$ cat config.mk
export PLATFORM = sky130hd
export DESIGN_NAME = plm_table
export DESIGN_NICKNAME = d
export VERILOG_FILES = /design/src/rtl/core/plm_pkg.sv /design/src/rtl/core/plm_table.sv
export SDC_FILE = /design/constraint.sdc
export NUM_CORES = 2
export LEC_CHECK = 0
export ABC_AREA = 1
export BUFFER_PORTS_ARGS = -buffer_cell sky130_fd_sc_hd__buf_2
export CAP_MARGIN = 30
export CORE_MARGIN = 5
export CORE_UTILIZATION = 35
export DETAILED_ROUTE_END_ITERATION = 10
export HOLD_SLACK_MARGIN = 0.02
export SLEW_MARGIN = 20
export SYNTH_ARGS = -nofsm -noshare
export SYNTH_HDL_FRONTEND = slang
export SYNTH_SLANG_ARGS = --single-unit
$ cat constraint.sdc
create_clock -name clk_i -period 5.1 [get_ports clk_i]
set_input_delay 0 -clock clk_i [delete_from_list [all_inputs] [get_ports clk_i]]
set_output_delay 0 -clock clk_i [all_outputs]
set_load 0.01 [all_outputs]
$ cat src/rtl/core/plm_pkg.sv
// Shared types and constants of the piecewise linear interpolator.
// No dependencies.
`default_nettype none

package plm_pkg;

  // Field widths
  localparam int DATA_W = 32;
  localparam int CFG_W  = 7;
  localparam int IDX_W  = 6;

  // Arithmetic widths: differences, product, sum
  localparam int MAG_W  = DATA_W + 1;
  localparam int PROD_W = 2 * MAG_W;
  localparam int SUM_W  = DATA_W + 3;
  localparam int LO_W   = 17;
  localparam int HI_W   = MAG_W - LO_W;

  // Divider sequencing
  localparam int DIV_STEPS = MAG_W;
  localparam int STEP_W    = 6;

  localparam logic [CFG_W-1:0] CFG_RESET = 7'd2;

  // Item opcodes
  localparam logic ACT_LOAD  = 1'b0;
  localparam logic ACT_QUERY = 1'b1;

  typedef enum logic [2:0] {
    ST_IDLE,
    ST_WALK,
    ST_FETCH_YP,
    ST_FETCH_YN,
    ST_DIFF,
    ST_CALC,
    ST_SUM
  } plm_state_e;

  typedef enum logic [2:0] {
    MD_IDLE,
    MD_MUL_LO,
    MD_MUL_HI,
    MD_CHECK,
    MD_DIV
  } plm_md_state_e;

  // Request into the multiply/divide unit: a * b / d on magnitudes
  typedef struct packed {
    logic             start;
    logic [MAG_W-1:0] a;
    logic [MAG_W-1:0] b;
    logic [MAG_W-1:0] d;
  } plm_md_req_t;

  // Quotient and overflow flag, valid from the done pulse on
  typedef struct packed {
    logic             done;
    logic             ovf;
    logic [MAG_W-1:0] quo;
  } plm_md_resp_t;

endpackage

`default_nettype wire

$ cat src/rtl/core/plm_table.sv
// Breakpoint table: abscissa and ordinate memories, one write and one
// registered read address shared by both. Depends on plm_pkg.
`default_nettype none

module plm_table #(
  parameter int DEPTH = 64,
  parameter int AW    = 6
) (
  input  logic                      clk_i,
  input  logic                      we_i,
  input  logic [AW-1:0]             waddr_i,
  input  logic [plm_pkg::DATA_W-1:0] wx_i,
  input  logic [plm_pkg::DATA_W-1:0] wy_i,
  input  logic [AW-1:0]             raddr_i,
  output logic [plm_pkg::DATA_W-1:0] rx_o,
  output logic [plm_pkg::DATA_W-1:0] ry_o
);

  logic [plm_pkg::DATA_W-1:0] mem_x [DEPTH];
  logic [plm_pkg::DATA_W-1:0] mem_y [DEPTH];

  // Write port
  always_ff @(posedge clk_i) begin
    if (we_i) begin
      mem_x[waddr_i] <= wx_i;
      mem_y[waddr_i] <= wy_i;
    end
  end

  // Read port, registered
  always_ff @(posedge clk_i) begin
    rx_o <= mem_x[raddr_i];
    ry_o <= mem_y[raddr_i];
  end

endmodule

`default_nettype wire

== Yosys cells after proc, flatten, opt, wreduce, memory -nomap -nowiden ==
Memory sizes are Yosys's and may differ from the RTL's. A register that Yosys moved wholly into a read port is not among the register bits.
Cells that the tools add are included.
Word-level totals
  register bits after elaboration: 0
  bits in latches: 0
  bits in writable memories: 4096
  memory bits (read-only): 0
  input bits: 78
  output and inout bits: 64
  word-level logic and storage cells: 4
  memories kept: 2
Operators by class
  $add $sub $neg: 0
  multipliers: 0
  divide/modulo/power cells: 0
  $lt $le $gt $ge: 0
  eq/ne operators: 0
  shift operators: 0
  multiplexer cells: 2
  bitwise logic cells: 0
  reduce and logical (&&, ||, !) cells: 0
Memory list
  mem_x: words 64, bits a word 32, read ports 1, clocked after memory_dff 1, wr ports 1, RTL line plm_table.sv:19  | logic [plm_pkg::DATA_W-1:0] mem_x [DEPTH];
  mem_y: words 64, bits a word 32, read ports 1, clocked after memory_dff 1, wr ports 1, RTL line plm_table.sv:20  | logic [plm_pkg::DATA_W-1:0] mem_y [DEPTH];
Operators by type and width (count)
  2-to-1 mux 1 bit: 2

== Depth between registers and ports, before layout ==
  depth after elaboration: 2
  depth in mapped cells: 13
  gate-level depth less buffers: 9

== Worst setup path after synthesis ==
No wires, ideal clock.
  kind: input to register
  start: input port we_i
  end: memory mem_x[0][0] in the netlist's numbering, enable pin
  setup time: 0.487 ns
  arrival time: 3.227 ns
  required time: 4.613 ns
  setup slack: 1.386 ns
  stages: 3
  buffers on the path: 1
  path through: clkbuf_1 -> nand4_1 -> nor2_1
Between the ends
  cells in the longest elaborated chain, start to end: 2
Ends and longest elaborated chain
  start, declared: RTL line plm_table.sv:10  | input logic we_i,
  2-to-1 mux 1 bit: RTL line plm_table.sv:24  | if (we_i) begin
  2-to-1 mux 1 bit (implied by the code): RTL line plm_table.sv:25  | mem_x[waddr_i] <= wx_i;
  end, declared: RTL line plm_table.sv:19
No other way between the ends.

==> results_dict.tcl <==
set metrics [dict create \
    synth.most_common_cell "nand2_1" \
    dieArea_um2 486000 \
    pwr-share-comb 0.061 \
    synth_seq_cells 4160 \
    synth-main-ff-cell "edfxtp_1" \
    power.total_mw 71.1 \
    required_ns 6.00 \
    period_needed_ns 3.03 \
    clkTransAtPathRegs_ns 0.06 \
    drtIter0Drc 13946 \
    clkPwrFrac 0.404 \
    cts_buffers 401 \
    io_buffer_count 141 \
    dp_hpwl_um 263000 \
    synth_simple_gate_area_frac 0.219 \
    power_density_nw_per_um2 379 \
    yosysWarnings 0 \
    rsz0062_at_grt "false" \
    final-seq-area_um2 124000 \
    fmax_mhz 330 \
    stdcell_count 20037 \
    start_util 0.351 \
    multi_input_area_um2 36600 \
    max_slew_margin 0.243 \
    io_pins 142 \
    netlist_area_um2 165000 \
    cp-end-kind "register" \
    p_switching_mw 16.1 \
    drive_above_1_share 0.0791 \
    wl_per_cell_um 25.8 \
    vias 108485 \
    fin_crit_sh 0.593 \
    synth-xor-area-share 0 \
    antenna_found_initial 36 \
    fillers 43520 \
    synth_compound_area_frac 0 \
    avgSynthCellArea_um2 12.3 \
    power_frac_seq 0.535 \
    hold_ws_ns 0.0478 \
    cts_tree "built" \
    worstPathMaxFanout 207 \
    drc_errors 0 \
    cts_max_level 5 \
    cts.sinks 4160 \
    hold_viol 0 \
    leakage_nw 64.8 \
    maxSlewViolCount 0 \
    grt_pass1_wl_um 742000 \
    synth_top_family_by_area "simple AND/OR/NAND/NOR gates" \
    intPower_mw 55.0 \
    cts_root_buf "clkbuf_16" \
    path_class "primary input to register" \
    insertion_delay_ns 0.95 \
    die_y_um 697 \
    tns_ns 0 \
    globalRouteTotalUtil 0.205 \
    peakVddDrop_v 0.000279 \
    grt_pass1_vias 100834 \
    nets 13553 \
    hold_class "primary input to register" \
    status "finished clean" \
    rows 252 \
    yosysTopAreaCellShare 0.744 \
    synth_edf_count 4096 \
    cts_buffer_depth 4 \
    netlist_instances 13402 \
    syn2layout_area_growth_pct 13.3 \
    grt_max_degree 208 \
    die_x_um 697 \
    synth_fa_ha_area_frac 0 \
    avgViaCountPerCell 5.41 \
    cts_setup_buffers 0 \
    dp.cells 19202 \
    yosysUniqueCellTypes 16 \
    coreArea_um2 471000 \
    maxCapViolCount 0 \
    syn_nets 13480 \
    synth.area.top_cells "edfxtp_1, nand3_1, nand2_1" \
    worstPathArrival_ns 3.93 \
    ys_seq_area_frac 0.752 \
    cp-start-kind "primary input" \
    muxShareOfSynthArea 0 \
    sw_frac_of_total 0.226 \
    grt_overflow 0 \
    finalSetupViolCount 0 \
    gp_congestion 0.788 \
    synthTopCellsByCount "nand2_1, edfxtp_1, nand3_1" \
    ant_nets 0 \
    async_reset_ff_frac 0 \
    worst_pin_slew_ns 1.14 \
    synth_top_area_cell "edfxtp_1" \
    firstDrtPassIters 6 \
    clock_skew_ns 0.0551 \
    wl_um 518000 \
]
layer usage:
metal  vias to the layer above  wire [um]  track usage  part of all wire
li1                      47989          -            -                 -
met1                     54117     211000        0.287              0.41
met2                      5500     240000        0.324              0.46
met3                       859      48100       0.0349             0.093
met4                        20      19000       0.0696             0.037
met5                         -        130            0           0.00025
worst max-delay path: stages:
cell and delay (ns):
dlygate4sd3_1 0.60, buf_12 0.27, inv_16 0.70, buf_4 0.73
nand2_1 0.13, nand3_1 0.11, nand3_1 0.10, nand3_1 0.12
nand3_1 0.09, nand2_1 0.10, nand2_1 0.05, dlygate4sd3_1 0.58
nand2_1 0.07
layout by cell type (no fill, tap or decap), drive strengths merged:
cell type and count:
buf 483, bufinv 23, clkbuf 522, clkinv 156, clkinvlp 10, dfxtp 64
diode 20, dlygate4sd3 81, edfxtp 4096, inv 23, nand2 4416, nand3 3848
nand4 8, nor2 64
metrics by stage:
| step | cell area, um2 | utilization | setup WS [ns] |
|---|---|---|---|
| finish | 187000 | 0.398 | 2.07 |
| global route | 187000 | 0.398 | 1.89 |
| CTS | 187000 | 0.397 | 2.16 |
| detailed placement | 174000 | 0.369 | 2.08 |
| global placement | 173000 | 0.367 | 1.80 |
| floorplan | 165000 | - | 1.39 |
what timing repair did:
item / 4_1_cts / 5_1_grt
hold endpoints to repair: 4212 / 33
hold buffers: 77 / 4
resized for setup: 0 / 0
path summary, 6_finish.rpt:
check | startpoint | end | slack, ns | depth (start not counted)
min | wx_i[6] | mem_x[31][6] | 0.05 | 2
max | raddr_i[0] | ry_o[0] | 2.07 | 13
min reg2reg | mem_x[40][28] | rx_o[28] | 0.78 | 8
max reg2reg | mem_y[39][0] | ry_o[0] | 3.15 | 9
power by group through the flow:
| stage | clock network (mW) | registers (mW) | logic (mW) |
|---|---|---|---|
| 6_report | 28.7 | 38.0 | 4.33 |
| 3_5_place_dp | 0 | 38.7 | 4.21 |
| 4_1_cts | 29.1 | 38.0 | 4.29 |
| 2_1_floorplan | 0 | 38.7 | 2.33 |
| 5_1_grt | 30.5 | 38.0 | 4.68 |
| 3_3_place_gp | 0 | 38.8 | 4.11 |
cells by family after synthesis:
| kind of cell | Yosys count |
|---|---|
| DFF | 4160 |
| buffers and inverters | 906 |
| and+or+nand+nor | 8336 |
final cells by class:
cell class,count,share of cell area
clock buffers,522,0.0575
inverters,12,0.000561
clock inverters,200,0.00882
well taps,6223,0.0416
repair buffers,564,0.0322
multi-input cells,8336,0.195
flip-flops and latches,4160,0.664
diodes,20,0.000267
registers in the layout, indices dropped and copies added, names as in the netlist:
signal / count
ry_o: 32
rx_o: 32
mem_y: 2048
mem_x: 2048
No activity file was read; power rests on OpenSTA's default activity.
