<file path="src/rtl/core/plm_pkg.sv">
// Shared types and constants of the piecewise linear interpolator.
// No dependencies.
`default_nettype none

package plm_pkg;

  // Field widths
  localparam int DATA_W = 32;
  localparam int CFG_W  = 7;
  localparam int IDX_W  = 6;

  // Arithmetic widths: differences, product, sum
  localparam int MAG_W  = DATA_W + 1;
  localparam int PROD_W = 2 * MAG_W;
  localparam int SUM_W  = DATA_W + 3;
  localparam int LO_W   = 17;
  localparam int HI_W   = MAG_W - LO_W;

  // Divider sequencing
  localparam int DIV_STEPS = MAG_W;
  localparam int STEP_W    = 6;

  localparam logic [CFG_W-1:0] CFG_RESET = 7'd2;

  // Item opcodes
  localparam logic ACT_LOAD  = 1'b0;
  localparam logic ACT_QUERY = 1'b1;

  typedef enum logic [2:0] {
    ST_IDLE,
    ST_WALK,
    ST_FETCH_YP,
    ST_FETCH_YN,
    ST_DIFF,
    ST_CALC,
    ST_SUM
  } plm_state_e;

  typedef enum logic [2:0] {
    MD_IDLE,
    MD_MUL_LO,
    MD_MUL_HI,
    MD_CHECK,
    MD_DIV
  } plm_md_state_e;

  // Request into the multiply/divide unit: a * b / d on magnitudes
  typedef struct packed {
    logic             start;
    logic [MAG_W-1:0] a;
    logic [MAG_W-1:0] b;
    logic [MAG_W-1:0] d;
  } plm_md_req_t;

  // Quotient and overflow flag, valid from the done pulse on
  typedef struct packed {
    logic             done;
    logic             ovf;
    logic [MAG_W-1:0] quo;
  } plm_md_resp_t;

endpackage

`default_nettype wire

</file>
<file path="src/rtl/core/plm_muldiv.sv">
// Multiply/divide unit: a * b / d on unsigned magnitudes, product in two
// halves on one shared multiplier, then restoring division one bit a cycle.
// Depends on plm_pkg.
`default_nettype none

module plm_muldiv (
  input  logic                  clk_i,
  input  logic                  rst_ni,
  input  plm_pkg::plm_md_req_t  req_i,
  output plm_pkg::plm_md_resp_t resp_o
);

  localparam int MAG_W  = plm_pkg::MAG_W;
  localparam int PROD_W = plm_pkg::PROD_W;
  localparam int LO_W   = plm_pkg::LO_W;

  plm_pkg::plm_md_state_e state_q, state_d;

  logic [MAG_W-1:0]              a_q, b_q, d_q;
  logic [PROD_W-1:0]             prod_q;
  logic [MAG_W-1:0]              rem_q;
  logic [MAG_W-1:0]              quo_q;
  logic [plm_pkg::STEP_W-1:0]    step_q;
  logic                          ovf_q;
  logic                          done_q, done_d;

  logic [LO_W-1:0]               mul_b;
  logic [MAG_W+LO_W-1:0]         pp;
  logic                          ovf_now;
  logic [MAG_W:0]                trial;
  logic                          fits;
  logic                          last_step;

  // Shared multiplier: low half of b first, high half next
  assign mul_b = (state_q == plm_pkg::MD_MUL_LO) ? b_q[LO_W-1:0]
                                                 : LO_W'(b_q[MAG_W-1:LO_W]);
  assign pp    = a_q * mul_b;

  // Quotient needs more than MAG_W bits
  assign ovf_now   = prod_q >= PROD_W'({d_q, {MAG_W{1'b0}}});
  assign trial     = {rem_q, quo_q[MAG_W-1]};
  assign fits      = trial >= {1'b0, d_q};
  assign last_step = step_q == plm_pkg::STEP_W'(plm_pkg::DIV_STEPS - 1);

  // Sequencer
  always_comb begin
    state_d = state_q;
    done_d  = 1'b0;
    case (state_q)
      plm_pkg::MD_IDLE: begin
        if (req_i.start) state_d = plm_pkg::MD_MUL_LO;
      end
      plm_pkg::MD_MUL_LO: state_d = plm_pkg::MD_MUL_HI;
      plm_pkg::MD_MUL_HI: state_d = plm_pkg::MD_CHECK;
      plm_pkg::MD_CHECK: begin
        if (ovf_now) begin
          state_d = plm_pkg::MD_IDLE;
          done_d  = 1'b1;
        end else begin
          state_d = plm_pkg::MD_DIV;
        end
      end
      plm_pkg::MD_DIV: begin
        if (last_step) begin
          state_d = plm_pkg::MD_IDLE;
          done_d  = 1'b1;
        end
      end
      default: state_d = plm_pkg::MD_IDLE;
    endcase
  end

  always_ff @(posedge clk_i or negedge rst_ni) begin
    if (!rst_ni) begin
      state_q <= plm_pkg::MD_IDLE;
      done_q  <= 1'b0;
    end else begin
      state_q <= state_d;
      done_q  <= done_d;
    end
  end

  // Datapath
  always_ff @(posedge clk_i) begin
    case (state_q)
      plm_pkg::MD_IDLE: begin
        if (req_i.start) begin
          a_q <= req_i.a;
          b_q <= req_i.b;
          d_q <= req_i.d;
        end
      end
      plm_pkg::MD_MUL_LO: prod_q <= PROD_W'(pp);
      plm_pkg::MD_MUL_HI: prod_q <= prod_q + (PROD_W'(pp) << LO_W);
      plm_pkg::MD_CHECK: begin
        ovf_q  <= ovf_now;
        rem_q  <= prod_q[PROD_W-1:MAG_W];
        quo_q  <= prod_q[MAG_W-1:0];
        step_q <= '0;
      end
      plm_pkg::MD_DIV: begin
        rem_q  <= fits ? MAG_W'(trial - {1'b0, d_q}) : MAG_W'(trial);
        quo_q  <= {quo_q[MAG_W-2:0], fits};
        step_q <= step_q + 1'b1;
      end
      default: ;
    endcase
  end

  assign resp_o.done = done_q;
  assign resp_o.ovf  = ovf_q;
  assign resp_o.quo  = quo_q;

endmodule

`default_nettype wire

</file>
<file path="config.mk">
export PLATFORM = sky130hd
export DESIGN_NAME = plm_muldiv
export DESIGN_NICKNAME = d
export VERILOG_FILES = /design/src/rtl/core/plm_pkg.sv /design/src/rtl/core/plm_muldiv.sv
export SDC_FILE = /design/constraint.sdc
export NUM_CORES = 2
export LEC_CHECK = 0
export ABC_AREA = 0
export ABC_CLOCK_PERIOD_IN_PS = 10500
export BUFFER_PORTS_ARGS = -buffer_cell sky130_fd_sc_hd__buf_4
export CORE_MARGIN = 1
export CORE_UTILIZATION = 59
export DETAILED_ROUTE_END_ITERATION = 7
export GPL_TIMING_DRIVEN = 0
export PLACE_DENSITY = 0.8
export SYNTH_ARGS = -nofsm -noshare
export SYNTH_HDL_FRONTEND = slang
export SYNTH_SLANG_ARGS = --single-unit
</file>
<file path="constraint.sdc">
create_clock -name clk_i -period 10.5 [get_ports clk_i]
set_input_delay 1.05 -clock clk_i [delete_from_list [all_inputs] [get_ports clk_i]]
set_output_delay 1.05 -clock clk_i [all_outputs]
set_load 0.05 [all_outputs]
</file>
# Word-level counts from Yosys, hierarchy flattened

Index checks and enable logic that the tools add are counted.

Register bits: 242
Output and inout bits: 35
Word-level logic and storage cells: 41

Add/subtract/negate cells: 3
Multiply operators: 1
Order comparisons: 2
Equality and inequality tests: 7
Mux-type cells: 13
Reduce and logical (&&, ||, !) cells: 5

Operators by type and width:

| operator            | number |
|---|---|
| $pmux 33 s2         | 2 |
| $pmux 66 s2         | 1 |
| $add 66x66->66      | 1 |
| $ge 66x66->1        | 1 |
| $mul 33x17->50      | 1 |
| $ge 34x33->1        | 1 |
| $mux 33             | 1 |
| $sub 33x33->33      | 1 |
| $mux 17             | 1 |
| $pmux 3 s5          | 1 |
| $pmux 6 s2          | 1 |
| $mux 3              | 3 |
| $add 6x1->6 const B | 1 |
| $eq 3x2->1 const B  | 2 |
| $eq 6x6->1 const B  | 1 |
| $ne 2x2->1 const B  | 2 |
| $reduce_and 2->1    | 2 |
| $reduce_bool 2->1   | 2 |
| $eq 3x1->1 const B  | 1 |
| $eq 3x3->1 const B  | 1 |
| $logic_not 3->1     | 1 |
| $mux 1              | 2 |
| $pmux 1 s2          | 1 |

# Logic depth before layout (Yosys ltp)

Depth after elaboration: 5
Mapped depth: 39
Depth with buffers taken out: 35

# Worst setup path after synthesis

Ideal clock, no wire load.

Path kind: in2reg
Start: in req_i[99] (netlist name)
End: reg a_q[0] (enable)
Arrival time: 11.018 ns
Data required time: 9.666 ns
Setup slack: -1.352 ns
Cell stages on the path: 1
Cells stage by stage: nor4b_1

Longest elaborated chain between the ends: 1

Ends and longest elaborated chain:

| what                              | RTL line         | text |
|---|---|---|
| start, declared                   | plm_muldiv.sv:9  | `input plm_pkg::plm_md_req_t req_i,` |
| $reduce_and 2->1 (no source line) | --               |  |
| end signal, assigned              | plm_muldiv.sv:88 | `a_q <= req_i.a;` |
| end, declared                     | plm_muldiv.sv:19 | `logic [MAG_W-1:0] a_q, b_q, d_q;` |

No other way between the ends.
A chain may end at the register's enable or synchronous reset.

# Worst setup path in the final report

Start: reg state_q[1]
End: reg prod_q[65] (data pin)

Longest elaborated chain between the ends: 5

Ends and longest elaborated chain:

| what                   | RTL line                           | text |
|---|---|---|
| start, declared        | plm_muldiv.sv:17                   | `plm_pkg::plm_md_state_e state_q, state_d;` |
| start signal, assigned | plm_muldiv.sv:75                   | `state_q <= plm_pkg::MD_IDLE;` |
| start signal, assigned | plm_muldiv.sv:78                   | `state_q <= state_d;` |
| $eq 3x1->1             | plm_muldiv.sv:35, plm_muldiv.sv:85 |  |
| $mux 17                | plm_muldiv.sv:35                   | `assign mul_b = (state_q == plm_pkg::MD_MUL_LO) ? b_q[LO_W-1:0]` |
| $mul 33x17->50         | plm_muldiv.sv:37                   | `assign pp = a_q * mul_b;` |
| $add 66x66->66         | plm_muldiv.sv:94                   | `plm_pkg::MD_MUL_HI: prod_q <= prod_q + (PROD_W'(pp) << LO_W);` |
| $pmux 66 s2 (*)        | plm_muldiv.sv:85                   | `case (state_q)` |
| end signal, assigned   | plm_muldiv.sv:93                   | `plm_pkg::MD_MUL_LO: prod_q <= PROD_W'(pp);` |
| end signal, assigned   | plm_muldiv.sv:94                   |  |
| end, declared          | plm_muldiv.sv:20                   | `logic [PROD_W-1:0] prod_q;` |

Every way passes the cells marked *; elsewhere a longest branch is shown, timed or not.

==> flow_summary.ini <==
[yosys]
synth-edff-count = 238
ys_top_cells_by_area = fa_1, edfxtp_1, ha_1, inv_1, nand2_1
ys.flop_type = edfxtp_1
syn_area_um2 = 32700
yosys_warnings = 0
synth_fp_nets = 4346
syn_area_per_cell_um2 = 9.26
synthesis.instances = 3535
ys_seq_elements = 242
yosysSeqAreaShare_pct = 22.1
yosysTopAreaCell = fa_1
ys_types = 86
yosys.area.top_type_share_pct = 28.5
ys_async_sr_fraction_pct = 1.65

[sta]
finalHoldViolations = 0
finalCritPeriodShare_pct = 96.3
holdWs_ns = 0.222
fmax_mhz = 98.9
setup_viol = 0
period_minus_slack_ns = 10.11
maxSlewViolCount = 0
slew_headroom_pct = 2.47
worst_slew_pin_slew_ns = 1.46
finClkSkew_ns = 0.0167
rsz0062_at_grt = yes

[layout]
fin_area_um2 = 36000
antenna_cells = 0
layout_commonest_cell = inv_1
nNetsFinal = 4527
area_growth_syn_to_layout_pct = 9.89
layout_common_cells = inv_1, nand2_1, fa_1
drive_above_1_share_pct = 8.03

[drt]
routed_wl_um = 89700
firstDrtPassIters = 5
wl_per_cell_um = 20.0
drcViolationCount = 0
drt_iter0_markers = 2377
final_antenna_net_count = 0
num_vias = 26000
vias_per_cell = 5.80

[floorplan]
die_h_um = 238
core.rowCount = 85
fp.dieArea_um2 = 56400
core_area_um2 = 54300
pin_count = 137
initial_core_util_pct = 60.3
die_w_um = 238

[placement]
numPortBuffers = 136
place_congestion = 0.953
place_area_um2 = 34900
dp_hpwl_um = 72600

[run_status]
status = complete, no violations

[run]
cap_violations = 0

[grt]
grt_pass1_vias = 26100
grt_max_degree = 41
antenna_found_initial = 2
grt_first_pass_wirelength_um = 141000
grt-ovfl-total = 0
track_usage_pct = 32.4

[worst_setup_path]
crit_top_cell = fa_1
arrival_ns = 10.48
crit_path_start_kind = flip-flop
cp_data_required_time_ns = 10.86
cp_slowest_cell = fa_1
endpoint_kind = flip-flop
critPathMaxStageDelay_ns = 0.57
worstSetupPathType = reg -> reg
r2r_setup_slack_ns = 0.39
cp_max_fo = 10

[worst_hold_path]
min_path_type = in -> async

[cts]
htreeDepth = 1
cts_tree = built
cts_buffer_depth = 3
cts_sinks = 242
clkSlewWorstSetupHoldPaths_ns = 0.06
clock_latency_ns = 0.61
cts-root-buf = clkbuf_16
cts_inserted_buffers = 29
==> path summary, 6_finish.rpt <==
path / startpoint / end / depth (start not counted)
min reg2reg: quo_q[27]$_DFFE_PP_ / quo_q[28]$_DFFE_PP_ / 2
max in group asynchronous: rst_ni / done_q$_DFF_PN0_ / 1
max reg2reg: state_q[1]$_DFFE_PN0P_ / prod_q[65]$_SDFFCE_PN0P_ / 36
min in group clk_i: quo_q[27]$_DFFE_PP_ / quo_q[28]$_DFFE_PP_ / 2
min: rst_ni / state_q[1]$_DFFE_PN0P_ / 1
max: state_q[1]$_DFFE_PN0P_ / prod_q[65]$_SDFFCE_PN0P_ / 36
==> repair_timing <==
action,4_1_cts,5_1_grt
gates resized for setup,16,46
buffers inserted,0,4
pin swaps,0,5
endpoints found under the setup margin,26,12
hold buffers,0,0
endpoints found under the hold margin,0,0
==> worst max-delay path, delay by kind of cell, from the launching register on <==
kind                       cells  cell delay, ns
muxes                          2            0.54
xor gates and xnor gates       1            0.18
and+or+nand+nor                5            1.05
adders and majority gates      8            3.74
buffers and inverters          8            1.16
AOI/OAI and AO/OA             12            2.82
DFF                            1            0.36
==> cell usage after synthesis (23+ instances only) <==
| cell type | number |
|---|---|
| a21o_1 | 74 |
| a21oi_1 | 137 |
| and2_1 | 184 |
| and3_1 | 41 |
| clkbuf_1 | 136 |
| edfxtp_1 | 238 |
| fa_1 | 466 |
| ha_1 | 243 |
| inv_1 | 649 |
| mux2_2 | 28 |
| mux2i_1 | 30 |
| nand2_1 | 624 |
| nand3_1 | 28 |
| nand4_1 | 26 |
| nor2_1 | 89 |
| nor3_1 | 30 |
| o21a_1 | 23 |
| o21ai_0 | 81 |
| o21ai_1 | 27 |
| o21bai_1 | 24 |
| xnor2_1 | 67 |
| xor2_1 | 43 |
==> layout make-up <==
class,count,area [µm²]
Fill cell,4329,18400
Clock inverter,21,260
Sequential cell,242,7250
Buffer,158,698
Tap cell,739,925
Inverter,649,2440
Clock buffer,32,737
Multi-Input combinational cell,2486,22500
Timing Repair Buffer,150,1190
==> sequential cells by signal (all words and copies together), names as in the netlist <==
register and cells:
done_q 1, ovf_q 1, d_q 33, state_q 3
step_q 6, prod_q 66, a_q 33, quo_q 33
b_q 33, rem_q 33
==> per-stage QoR <==
step	cells	utilization, %	TNS [ns]	setup WS, ns
after floorplan	3535	-	0	1.33
after global routing	4477	66.2	-0.0609	-0.0609
after global placement	4410	63.8	-16.47	-1.24
after CTS	4473	66.1	0	0.0365
final	4477	66.2	0	0.386
after detailed placement	4420	64.1	-14.63	-1.17
==> routing by layer <==
metal	part of all wire, %	global-route usage, %	vias up
met5	0.033	0	-
met4	5.6	15.6	4
met3	11	7.82	306
met2	45	51.3	1395
met1	39	42.0	12600
li1	-	-	11700
==> logic make-up (layout without fill, tap and decap cells) <==
group / after synthesis / after routing / share of synthesized area [%]
and+or+nand+nor: 1103 / 1103 / 15.6
buffers and inverters: 807 / 1010 / 9.42
adders and majority gates: 709 / 709 / 37.8
AOI/OAI and AO/OA: 506 / 506 / 10.3
DFF: 242 / 242 / 22.1
xor gates and xnor gates: 110 / 110 / 2.94
muxes: 58 / 58 / 1.88
Power is left out: the tool's default activity adds up to more than one toggle a clock period on the data nets, which glitch-free logic cannot reach.
